**config.mk**
```make
export PLATFORM = sky130hd
export DESIGN_NAME = calendar_date_adder_top
export DESIGN_NICKNAME = d
export VERILOG_FILES = /design/src/hdl/cda_pkg.sv /design/src/hdl/cda_ctrl.sv /design/src/hdl/cda_dpath.sv /design/src/hdl/calendar_date_adder_top.sv
export SDC_FILE = /design/constraint.sdc
export NUM_CORES = 1
export LEC_CHECK = 0
export BUFFER_PORTS_ARGS = -buffer_cell sky130_fd_sc_hd__buf_2
export CAP_MARGIN = 20
export CORE_MARGIN = 1
export CORE_UTILIZATION = 60
export DETAILED_ROUTE_END_ITERATION = 6
export GPL_TIMING_DRIVEN = 1
export PLACE_DENSITY = 0.78
export SLEW_MARGIN = 10
export SYNTH_ARGS = -nofsm -noshare
export SYNTH_HDL_FRONTEND = slang
export SYNTH_HIERARCHICAL = 1
export SYNTH_SLANG_ARGS = --single-unit
export TNS_END_PERCENT = 50
```
**constraint.sdc**
```tcl
create_clock -name i_clk -period 6.4 [get_ports i_clk]
set_input_delay 0.64 -clock i_clk [delete_from_list [all_inputs] [get_ports i_clk]]
set_output_delay 0.64 -clock i_clk [all_outputs]
set_load 0.02 [all_outputs]
```
**src/hdl/cda_pkg.sv**
```systemverilog
// Calendar date adder package: payload structs, op codes, controller states,
// datapath commands and the month-length tables. No dependencies.
package cda_pkg;

    localparam int YEAR_W       = 14;
    localparam int MONTH_W      = 4;
    localparam int DAY_W        = 5;
    localparam int AMT_W        = 12;
    localparam int REM_W        = 15;
    localparam int DOY_W        = 9;
    localparam int Q100_W       = 8;

    localparam int MAX_YEAR     = 9999;
    localparam int MAX_AMOUNT   = 4095;
    localparam int YEAR_MONTHS  = 12;
    localparam int WEEK_DAYS    = 7;

    // y / 100 == (y * DIV100_MUL) >> DIV100_SHIFT, exact for any 14-bit year
    localparam int DIV100_MUL   = 5243;
    localparam int DIV100_SHIFT = 19;
    localparam int PROD_W       = YEAR_W + 13;

    typedef enum logic [1:0] {
        OP_DAYS   = 2'd0,
        OP_WEEKS  = 2'd1,
        OP_MONTHS = 2'd2,
        OP_YEARS  = 2'd3
    } t_op;

    typedef struct packed {
        logic [1:0]         op;
        logic [YEAR_W-1:0]  start_year;
        logic [MONTH_W-1:0] start_month;
        logic [DAY_W-1:0]   start_day;
        logic [AMT_W-1:0]   amount;
    } t_in;

    typedef struct packed {
        logic [YEAR_W-1:0]  result_year;
        logic [MONTH_W-1:0] result_month;
        logic [DAY_W-1:0]   result_day;
        logic               year_overflow;
    } t_out;

    typedef enum logic [2:0] {
        ST_IDLE,
        ST_LMUL,
        ST_LCHK,
        ST_NORM,
        ST_DWALK,
        ST_MWALK,
        ST_YFIX,
        ST_DONE
    } t_state;

    typedef enum logic [3:0] {
        CMD_NONE,
        CMD_LOAD,
        CMD_LMUL,
        CMD_LCHK,
        CMD_NORM,
        CMD_DSTEP,
        CMD_MSTEP,
        CMD_YFIX,
        CMD_FINISH
    } t_cmd;

    typedef struct packed {
        logic [1:0] op;
        logic       finish;   // current step ends the transaction
        logic       refresh;  // year moved, leap flag must be recomputed
    } t_status;

    function automatic logic [DAY_W-1:0] month_days(input logic leap,
                                                    input logic [MONTH_W-1:0] m);
        logic [DAY_W-1:0] len;
        begin
            case (m)
                4'd2:                      len = 5'd28 + {4'b0, leap};
                4'd4, 4'd6, 4'd9, 4'd11:   len = 5'd30;
                default:                   len = 5'd31;
            endcase
            return len;
        end
    endfunction

    // days in the months before month m
    function automatic logic [DOY_W-1:0] days_before(input logic leap,
                                                     input logic [MONTH_W-1:0] m);
        logic [DOY_W-1:0] base;
        begin
            case (m)
                4'd2:    base = 9'd31;
                4'd3:    base = 9'd59;
                4'd4:    base = 9'd90;
                4'd5:    base = 9'd120;
                4'd6:    base = 9'd151;
                4'd7:    base = 9'd181;
                4'd8:    base = 9'd212;
                4'd9:    base = 9'd243;
                4'd10:   base = 9'd273;
                4'd11:   base = 9'd304;
                4'd12:   base = 9'd334;
                default: base = 9'd0;
            endcase
            return base + {8'b0, leap & (m > 4'd2)};
        end
    endfunction

endpackage

```
**src/hdl/cda_ctrl.sv**
```systemverilog
// Calendar date adder controller: sequences load, leap-year refresh and
// the day/month/year walks. Depends on cda_pkg.
module cda_ctrl
    import cda_pkg::*;
(
    input  logic    i_clk,
    input  logic    i_rst_n,
    input  logic    start,
    output logic    busy,
    input  t_status i_status,
    output t_cmd    o_cmd
);

    t_state r_state, n_state;
    t_state r_ret, n_ret;

    always_ff @(posedge i_clk) begin
        if (!i_rst_n) begin
            r_state <= ST_IDLE;
            r_ret   <= ST_IDLE;
        end else begin
            r_state <= n_state;
            r_ret   <= n_ret;
        end
    end

    always_comb begin
        n_state = r_state;
        n_ret   = r_ret;
        o_cmd   = CMD_NONE;
        busy    = 1'b1;
        case (r_state)
            ST_IDLE: begin
                busy = 1'b0;
                if (start) begin
                    o_cmd   = CMD_LOAD;
                    n_ret   = ST_NORM;
                    n_state = ST_LMUL;
                end
            end
            ST_LMUL: begin
                o_cmd   = CMD_LMUL;
                n_state = ST_LCHK;
            end
            ST_LCHK: begin
                o_cmd   = CMD_LCHK;
                n_state = r_ret;
            end
            ST_NORM: begin
                o_cmd = CMD_NORM;
                if (i_status.finish) begin
                    n_state = ST_DONE;
                end else if (i_status.refresh) begin
                    n_ret   = ST_YFIX;
                    n_state = ST_LMUL;
                end else if (i_status.op == OP_DAYS || i_status.op == OP_WEEKS) begin
                    n_state = ST_DWALK;
                end else begin
                    n_state = ST_MWALK;
                end
            end
            ST_DWALK: begin
                o_cmd = CMD_DSTEP;
                if (i_status.finish) begin
                    n_state = ST_DONE;
                end else if (i_status.refresh) begin
                    n_ret   = ST_DWALK;
                    n_state = ST_LMUL;
                end
            end
            ST_MWALK: begin
                o_cmd = CMD_MSTEP;
                if (i_status.finish) begin
                    n_state = ST_DONE;
                end else if (i_status.refresh) begin
                    n_ret   = ST_MWALK;
                    n_state = ST_LMUL;
                end
            end
            ST_YFIX: begin
                o_cmd   = CMD_YFIX;
                n_state = ST_DONE;
            end
            ST_DONE: begin
                o_cmd   = CMD_FINISH;
                n_state = ST_IDLE;
            end
            default: begin
                n_state = ST_IDLE;
            end
        endcase
    end

endmodule

```
**src/hdl/cda_dpath.sv**
```systemverilog
// Calendar date adder datapath: date registers, leap-year unit (reciprocal
// multiply by 1/100), walk arithmetic and result register. Depends on cda_pkg.
module cda_dpath
    import cda_pkg::*;
(
    input  logic    i_clk,
    input  logic    i_rst_n,
    input  t_cmd    i_cmd,
    input  t_in     i_item,
    output t_status o_status,
    output t_out    o_result,
    output logic    o_done
);

    logic [1:0]         r_op, n_op;
    logic [YEAR_W-1:0]  r_year, n_year;
    logic [MONTH_W-1:0] r_month, n_month;
    logic [DAY_W-1:0]   r_day, n_day;
    logic [AMT_W-1:0]   r_cnt, n_cnt;
    logic [REM_W-1:0]   r_rem, n_rem;
    logic [Q100_W-1:0]  r_q, n_q;
    logic               r_leap, n_leap;
    logic               r_pend, n_pend;
    logic               r_ovf, n_ovf;
    t_out               r_res, n_res;
    logic               r_done, n_done;

    logic [PROD_W-1:0]  prod;
    logic [YEAR_W-1:0]  qx100;
    logic [YEAR_W-1:0]  rem100;
    logic [DAY_W-1:0]   md_cur;
    logic [DAY_W-1:0]   md_next;
    logic [DAY_W-1:0]   feb_len;
    logic [DAY_W-1:0]   day_clamped;
    logic [REM_W-1:0]   year_len;
    logic [REM_W-1:0]   year_inc;
    logic [REM_W-1:0]   year_sum;
    logic [REM_W-1:0]   amt_days;
    logic               inc_ovf;

    always_ff @(posedge i_clk) begin
        if (!i_rst_n) begin
            r_done <= 1'b0;
        end else begin
            r_done <= n_done;
        end
        r_op    <= n_op;
        r_year  <= n_year;
        r_month <= n_month;
        r_day   <= n_day;
        r_cnt   <= n_cnt;
        r_rem   <= n_rem;
        r_q     <= n_q;
        r_leap  <= n_leap;
        r_pend  <= n_pend;
        r_ovf   <= n_ovf;
        r_res   <= n_res;
    end

    assign prod        = PROD_W'(r_year) * PROD_W'(DIV100_MUL);
    assign qx100       = YEAR_W'(r_q) * YEAR_W'(100);
    assign rem100      = r_year - qx100;
    assign md_cur      = month_days(r_leap, r_month);
    assign md_next     = month_days(r_leap, r_month + 4'd1);
    assign feb_len     = 5'd28 + {4'b0, r_leap};
    assign day_clamped = (r_day > md_cur) ? md_cur : r_day;
    assign year_len    = REM_W'(365) + REM_W'(r_leap);
    assign year_inc    = REM_W'(r_year) + REM_W'(1);
    assign year_sum    = REM_W'(r_year) + REM_W'(r_cnt);
    assign inc_ovf     = year_inc > REM_W'(MAX_YEAR);
    // weeks: amount * 7 as (amount << 3) - amount
    assign amt_days    = (r_op == OP_WEEKS) ? ((REM_W'(r_cnt) << 3) - REM_W'(r_cnt))
                                            : REM_W'(r_cnt);

    always_comb begin
        n_op     = r_op;
        n_year   = r_year;
        n_month  = r_month;
        n_day    = r_day;
        n_cnt    = r_cnt;
        n_rem    = r_rem;
        n_q      = r_q;
        n_leap   = r_leap;
        n_pend   = r_pend;
        n_ovf    = r_ovf;
        n_res    = r_res;
        n_done   = 1'b0;
        o_status = '{op: r_op, finish: 1'b0, refresh: 1'b0};
        case (i_cmd)
            CMD_LOAD: begin
                n_op   = i_item.op;
                n_ovf  = 1'b0;
                n_pend = 1'b0;
                if (i_item.start_year == '0) begin
                    n_year = YEAR_W'(1);
                end else if (i_item.start_year > YEAR_W'(MAX_YEAR)) begin
                    n_year = YEAR_W'(MAX_YEAR);
                end else begin
                    n_year = i_item.start_year;
                end
                if (i_item.start_month == '0) begin
                    n_month = MONTH_W'(1);
                end else if (i_item.start_month > MONTH_W'(YEAR_MONTHS)) begin
                    n_month = MONTH_W'(YEAR_MONTHS);
                end else begin
                    n_month = i_item.start_month;
                end
                n_day = (i_item.start_day == '0) ? DAY_W'(1) : i_item.start_day;
                if (17'(i_item.amount) > 17'(MAX_AMOUNT)) begin
                    n_cnt = AMT_W'(MAX_AMOUNT);
                end else begin
                    n_cnt = i_item.amount;
                end
            end
            CMD_LMUL: begin
                n_q = prod[DIV100_SHIFT +: Q100_W];
            end
            CMD_LCHK: begin
                n_leap = ((r_year[1:0] == 2'b00) && (rem100 != '0)) ||
                         ((rem100 == '0) && (r_q[1:0] == 2'b00));
            end
            CMD_NORM: begin
                n_day = day_clamped;
                case (r_op)
                    OP_DAYS, OP_WEEKS: begin
                        n_rem   = REM_W'(day_clamped) +
                                  REM_W'(days_before(r_leap, r_month)) + amt_days;
                        n_month = MONTH_W'(1);
                    end
                    OP_YEARS: begin
                        if (year_sum > REM_W'(MAX_YEAR)) begin
                            n_ovf           = 1'b1;
                            o_status.finish = 1'b1;
                        end else begin
                            n_year           = year_sum[YEAR_W-1:0];
                            o_status.refresh = 1'b1;
                        end
                    end
                    default: begin
                    end
                endcase
            end
            CMD_DSTEP: begin
                if (r_month == MONTH_W'(1) && r_rem > year_len) begin
                    // a whole year fits: skip to January of the next year
                    n_rem = r_rem - year_len;
                    if (inc_ovf) begin
                        n_ovf           = 1'b1;
                        o_status.finish = 1'b1;
                    end else begin
                        n_year           = year_inc[YEAR_W-1:0];
                        o_status.refresh = 1'b1;
                    end
                end else if (r_rem <= REM_W'(md_cur)) begin
                    n_day           = r_rem[DAY_W-1:0];
                    o_status.finish = 1'b1;
                end else begin
                    n_rem = r_rem - REM_W'(md_cur);
                    if (r_month == MONTH_W'(YEAR_MONTHS)) begin
                        n_month = MONTH_W'(1);
                        if (inc_ovf) begin
                            n_ovf           = 1'b1;
                            o_status.finish = 1'b1;
                        end else begin
                            n_year           = year_inc[YEAR_W-1:0];
                            o_status.refresh = 1'b1;
                        end
                    end else begin
                        n_month = r_month + 4'd1;
                    end
                end
            end
            CMD_MSTEP: begin
                if (r_pend) begin
                    // February of the year just entered, after leap refresh
                    if (r_day > feb_len) begin
                        n_day = feb_len;
                    end
                    n_pend = 1'b0;
                end else if (r_cnt == '0) begin
                    o_status.finish = 1'b1;
                end else if (r_cnt >= AMT_W'(YEAR_MONTHS)) begin
                    // twelve months at once: the only binding clamp is February
                    n_cnt = r_cnt - AMT_W'(YEAR_MONTHS);
                    if (inc_ovf) begin
                        n_ovf           = 1'b1;
                        o_status.finish = 1'b1;
                    end else begin
                        n_year           = year_inc[YEAR_W-1:0];
                        o_status.refresh = 1'b1;
                        if (r_month == MONTH_W'(1)) begin
                            if (r_day > feb_len) begin
                                n_day = feb_len;
                            end
                        end else begin
                            n_pend = 1'b1;
                        end
                    end
                end else begin
                    n_cnt = r_cnt - AMT_W'(1);
                    if (r_month == MONTH_W'(YEAR_MONTHS)) begin
                        n_month = MONTH_W'(1);
                        if (inc_ovf) begin
                            n_ovf           = 1'b1;
                            o_status.finish = 1'b1;
                        end else begin
                            n_year           = year_inc[YEAR_W-1:0];
                            o_status.refresh = 1'b1;
                        end
                    end else begin
                        n_month = r_month + 4'd1;
                        if (r_day > md_next) begin
                            n_day = md_next;
                        end
                    end
                end
            end
            CMD_YFIX: begin
                if (r_month == MONTH_W'(2) && r_day == DAY_W'(29) && !r_leap) begin
                    n_day = DAY_W'(28);
                end
                o_status.finish = 1'b1;
            end
            CMD_FINISH: begin
                n_done = 1'b1;
                if (r_ovf) begin
                    n_res = '{result_year:  YEAR_W'(MAX_YEAR),
                              result_month: MONTH_W'(YEAR_MONTHS),
                              result_day:   DAY_W'(31),
                              year_overflow: 1'b1};
                end else begin
                    n_res = '{result_year:  r_year,
                              result_month: r_month,
                              result_day:   r_day,
                              year_overflow: 1'b0};
                end
            end
            default: begin
            end
        endcase
    end

    assign o_result = r_res;
    assign o_done   = r_done;

endmodule

```
**src/hdl/calendar_date_adder_top.sv**
```systemverilog
// Calendar date adder, top level: controller plus datapath.
// Load, leap refresh (LMUL, LCHK) and normalise, then the walk. Day/week adds: a
// step and a leap refresh per whole year skipped, then up to 12 month steps. Month
// adds: a step and a leap refresh per 12 months, then up to 11 single steps. Year
// adds: refresh and Feb 29 fix. One transaction at a time; busy high until the result.
// Reset is synchronous active low; o_done pulses one cycle, the receiver cannot stall.
module calendar_date_adder_top
    import cda_pkg::*;
(
    input  logic i_clk,
    input  logic i_rst_n,
    input  logic start,
    output logic busy,
    input  t_in  i_item,
    output t_out o_result,
    output logic o_done
);

    t_cmd    cmd;
    t_status status;

    cda_ctrl u_ctrl (
        .i_clk    (i_clk),
        .i_rst_n  (i_rst_n),
        .start    (start),
        .busy     (busy),
        .i_status (status),
        .o_cmd    (cmd)
    );

    cda_dpath u_dpath (
        .i_clk    (i_clk),
        .i_rst_n  (i_rst_n),
        .i_cmd    (cmd),
        .i_item   (i_item),
        .o_status (status),
        .o_result (o_result),
        .o_done   (o_done)
    );

endmodule

```
Yosys cells after proc, flatten, opt, wreduce, memory -nomap -nowiden
Memory sizes are Yosys's and may differ from the RTL's. A register that Yosys moved wholly into a read port is not among the register bits.
Index checks and enable logic that the tools add are counted.
{ "word_totals": {"register_bits": 94, "romBits": 144, "inputBits": 40, "out_inout_bits": 26, "word_cells": 237, "memories": 1} }
{ "classes": {"n_addsub": 14, "mul": 2, "magnitude_cmp": 11, "n_eq_ne": 55, "muxes": 101, "bitwise_logic": 1, "n_reduce_logical": 35} }
{ "memory_table": {"columns": ["memory", "depth", "width", "read_ports", "rd_ports_with_merged_regs", "write_ports", "line_no", "rtl"], "rows": [
  ["(no name shown)", 16, 9, 1, 1, 0, "cda_pkg.sv:92", "case (m)"]
]} }
{ "op_table": {"columns": ["op", "n"], "rows": [
  ["14-bit two-way mux", 11],
  ["5-bit two-way mux", 13],
  ["15-bit two-way mux", 4],
  ["14-bit one-hot mux with 4 select lines", 1],
  ["4-bit two-way mux", 10],
  ["12-bit two-way mux", 3],
  ["3-bit two-way mux", 12],
  ["4-bit by 3-bit equality test with 1-bit output, second input constant", 8],
  ["4-bit one-hot mux with 8 select lines", 1],
  ["15-bit by 14-bit > comparator with 1-bit output, second input constant", 2],
  ["2-bit inequality test, second input constant", 15],
  ["15-bit one-hot mux with 2 select lines", 1],
  ["14-bit logical NOT", 2],
  ["14-bit by 13-bit multiplier with 27-bit output, second input constant", 1],
  ["1-bit two-way mux", 27],
  ["5-bit one-hot mux with 5 select lines", 1],
  ["4-bit equality test, second input constant", 6],
  ["12-bit one-hot mux with 2 select lines", 1],
  ["3-bit one-hot mux with 7 select lines", 1],
  ["5-bit one-hot mux with 2 select lines", 2],
  ["9-bit two-way mux", 2],
  ["4-bit by 2-bit equality test with 1-bit output, second input constant", 4],
  ["4-bit one-hot mux with 4 select lines", 1],
  ["14-bit by 1-bit adder with 15-bit output, second input constant", 1],
  ["60 further kinds", 89]
]} }

Logic depth before layout (Yosys ltp)
{ "depth": {"word_depth": 11, "ltp_mapped": 22} }

By module
Netlist, hierarchy kept.
{ "by_module_without_submodules": {"columns": ["mod", "instances", "cells_per_inst", "area_per_inst_um2", "seq_area_each_um2"], "rows": [
  ["cda_dpath", 1, 1454, 13011.2, 2812.7],
  ["cda_ctrl", 1, 53, 427.9, 120.1]
]} }

Worst setup path after synthesis
No wires, ideal clock.
{ "synth_timing": {"path_type": "reg-to-reg", "startpoint": "reg u_dpath.r_year[8]", "endpoint": "reg u_dpath.r_q[6], data pin", "t_arrival_ps": 5153, "t_required_ps": 6138, "path_slack_ps": 985, "path_stages_with_launch": 19, "n_path_buf": 0, "period_less_slack_ps": 5415, "path_cell_list": "edfxtp_1 > ha_1 > inv_1 > fa_1 > inv_1 > fa_1 > inv_1 > fa_1 > fa_1 > inv_1 > ha_1 > or4_1 > o221ai_1 > or3_1 > o2bb2ai_1 > o31a_1 > o41ai_2 > o21bai_1 > xor2_1"} }
{ "synth_via": {"elab_chain_cells": 1} }
{ "synth_lines": {"columns": ["element", "line_no", "rtl"], "rows": [
  ["start: declaration", "cda_dpath.sv:16", "logic [YEAR_W-1:0] r_year, n_year;"],
  ["start signal: assignment", "cda_dpath.sv:48", "r_year <= n_year;"],
  ["14-bit by 13-bit multiplier with 27-bit output", "cda_dpath.sv:60", "assign prod = PROD_W'(r_year) * PROD_W'(DIV100_MUL);"],
  ["net u_dpath.prod[25]", "cda_dpath.sv:28", "logic [PROD_W-1:0] prod;"],
  ["end signal: assignment", "cda_dpath.sv:53", "r_q <= n_q;"],
  ["end: declaration", "cda_dpath.sv:21", "logic [Q100_W-1:0] r_q, n_q;"]
]} }
The timed path passes the listed nets, and every way through them passes these cells.
A chain may end at the register's enable or synchronous reset.

Worst setup path after layout
{ "layout_timing": {"startpoint": "reg u_dpath.r_year[5]", "endpoint": "reg u_dpath.r_q[6], data pin"} }
The elaborated chain is that of the path after synthesis.

==> results_dict.tcl <==
set metrics [dict create \
    rsz0062_at_grt "false" \
    cts_buffers 9 \
    holdBufCountCts 0 \
    dp_hpwl_um 27300 \
    synth_cells 1507 \
    yosysMostFrequentCell "ha_1" \
    fin_nets 1875 \
    fin_area_sq_um 14400 \
    fp-row-count 54 \
    arrival_ps 5850 \
    grt.overflow.total 0 \
    drtPass1Iterations 6 \
    fp.dieW_um 152 \
    wl_per_cell_um 18.6 \
    diodes 0 \
    hold-path-cell-count 1 \
    critPathLaunchType "flop" \
    drive_gt1_frac 0.0931 \
    ctsResizeCount 0 \
    setup_viol 0 \
    hold_path.class "in2reg" \
    worstPathMaxFanout 13 \
    ff2ff_path_depth 15 \
    clockRootBuffer "clkbuf_16" \
    cts_tree "done" \
    syn_avg_cell_area_sq_um 8.92 \
    portBuffers 65 \
    io_pins 66 \
    cts.sinks 103 \
    syn_nets 1829 \
    ys_seq_area_frac 0.218 \
    die_area_sq_um 23000 \
    grt_pass1_wl_um 54600 \
    final_cells 1838 \
    track_usage 0.306 \
    ant_nets 0 \
    period_share 0.897 \
    finalClockSkew_ps 14.6 \
    grt_max_degree 28 \
    drc 0 \
    yosys.area.top_type "edfxtp_1" \
    areaGrowthSynthToFinish_pct 6.80 \
    die_h_um 152 \
    dpl.cell_count 1822 \
    period_minus_slack_ps 5740 \
    start_util 0.614 \
    grt_pass1_vias 10600 \
    gp_congestion 0.956 \
    tightest_slew_ps 1120 \
    critPathKind "reg2reg" \
    worstPathRequired_ps 6510 \
    drtIter0Drc 1117 \
    yosysUniqueCellTypes 95 \
    path_clk_slew_ps 80 \
    fmax_ghz 0.174 \
    synth_ff_type "edfxtp_1" \
    clockBufferDepth 2 \
    ys_ff_latch 103 \
    synth_warnings 6 \
    synth_area_sq_um 13400 \
    slew_headroom 0.231 \
    vias 11400 \
    grt_antenna_before_repair 0 \
    cap_violations 0 \
    place_area_sq_um 14100 \
    coreArea_sq_um 21900 \
    htree_levels 3 \
    n_fill_cell 1789 \
    post_synth_main_area_contributors "edfxtp_1 (19%), ha_1 (19%), fa_1 (11%)" \
    synthArstFlopShare 0 \
    endpoint_kind "flop" \
    cts_post_setup_buffers_inserted 0 \
    synth_common_cells "ha_1 (208), inv_1 (196), nand2_1 (110), nor2_1 (107), edfxtp_1 (87)" \
    drv_slew 0 \
    finalWirelength_um 34100 \
    finalSetupTns_ps 0 \
    hold_viol 0 \
    clkLatencyLatePin_ps 370 \
    outcome "finished, final reports clean" \
    viasPerCell 6.20 \
    synth_top_area_frac 0.194 \
    synth-edff-count 87 \
]
[cell type report]
cell class | count | area [sq um] | share of cell area
clock buffers | 9 | 225 | 0.0157
clock inverters | 7 | 66.3 | 0.00462
flip-flops and latches | 103 | 2930 | 0.204
inverters | 197 | 739 | 0.0515
repair buffers | 82 | 453 | 0.0316
multi-input cells | 1160 | 9590 | 0.668
well taps | 280 | 350 | 0.0244
[worst max-delay path: stages (launching register included)]
cell       delay (ps)
edfxtp_1          730
fa_1              520
ha_1              230
fa_1              540
inv_1              50
fa_1              470
fa_1              540
inv_1              40
ha_1              210
or4_1             540
a211oi_1          360
o2bb2ai_1         190
o31a_1            330
o41ai_2           440
o21bai_1          130
xor2_1            160
[layer usage]
layer,routed length (um),up-vias,global-route usage
li1,-,5445,-
met2,14800,524,0.461
met3,2990,49,0.0401
met5,0,-,0
met4,547,0,0.0663
met1,15800,5386,0.464
[kinds of logic after synthesis]
logic type	Yosys count	synth area share
AO/OA/AOI/OAI	335	0.171
adder cells (fa/ha/maj)	286	0.307
AND/OR/NAND/NOR	425	0.155
multiplexers	14	0.0124
XOR/XNOR	100	0.0662
buffers and inverters	244	0.0702
flip-flops	103	0.218
[sequential cells by signal, indices dropped and copies added, names as in the netlist, named ones only]
| register | cells |
|---|---|
| u_dpath/r_rem | 15 |
| u_dpath/r_q | 8 |
| u_dpath/r_op | 2 |
| u_ctrl/r_ret | 3 |
| u_dpath/r_cnt | 12 |
| u_dpath/r_day | 5 |
| u_dpath/r_year | 14 |
| u_dpath/r_ovf | 1 |
| u_dpath/o_result | 24 |
| u_ctrl/r_state | 3 |
| u_dpath/r_pend | 1 |
| u_dpath/o_done | 1 |
| u_dpath/r_leap | 1 |
| u_dpath/r_month | 4 |
[path summary, 6_finish.rpt]
path	start	slack (ps)	endpoint
max	u_dpath/r_year[5]	660	u_dpath/r_q[6]
min	i_item[35]	480	u_dpath/r_op[0]
max reg2reg	u_dpath/r_year[5]	660	u_dpath/r_q[6]
min reg2reg	u_ctrl/r_ret[2]	520	u_ctrl/r_ret[2]
[layout by cell type, fill, tap and decap left out, types with 16 or more instances in the layout]
master,count
xor2_1,19
o21ai_0,78
buf_2,65
dfxtp_1,16
nor2_1,107
nor3_1,40
edfxtp_1,87
o21a_1,18
a21oi_1,61
xnor2_1,80
ha_1,208
inv_1,196
nand3_1,30
buf_4,17
or2_2,17
a211oi_1,18
fa_1,74
nand2_1,110
[through the flow]
step	hold slack [ps]	utilization	setup WS [ps]
detailed placement	495	0.642	722
CTS	467	0.656	689
global route	465	0.656	378
floorplan	474	-	985
finish	477	0.656	659
global placement	490	0.642	870
Power is not shown: default switching activity piles up to over one toggle a cycle in this logic, so the estimate is an artifact.
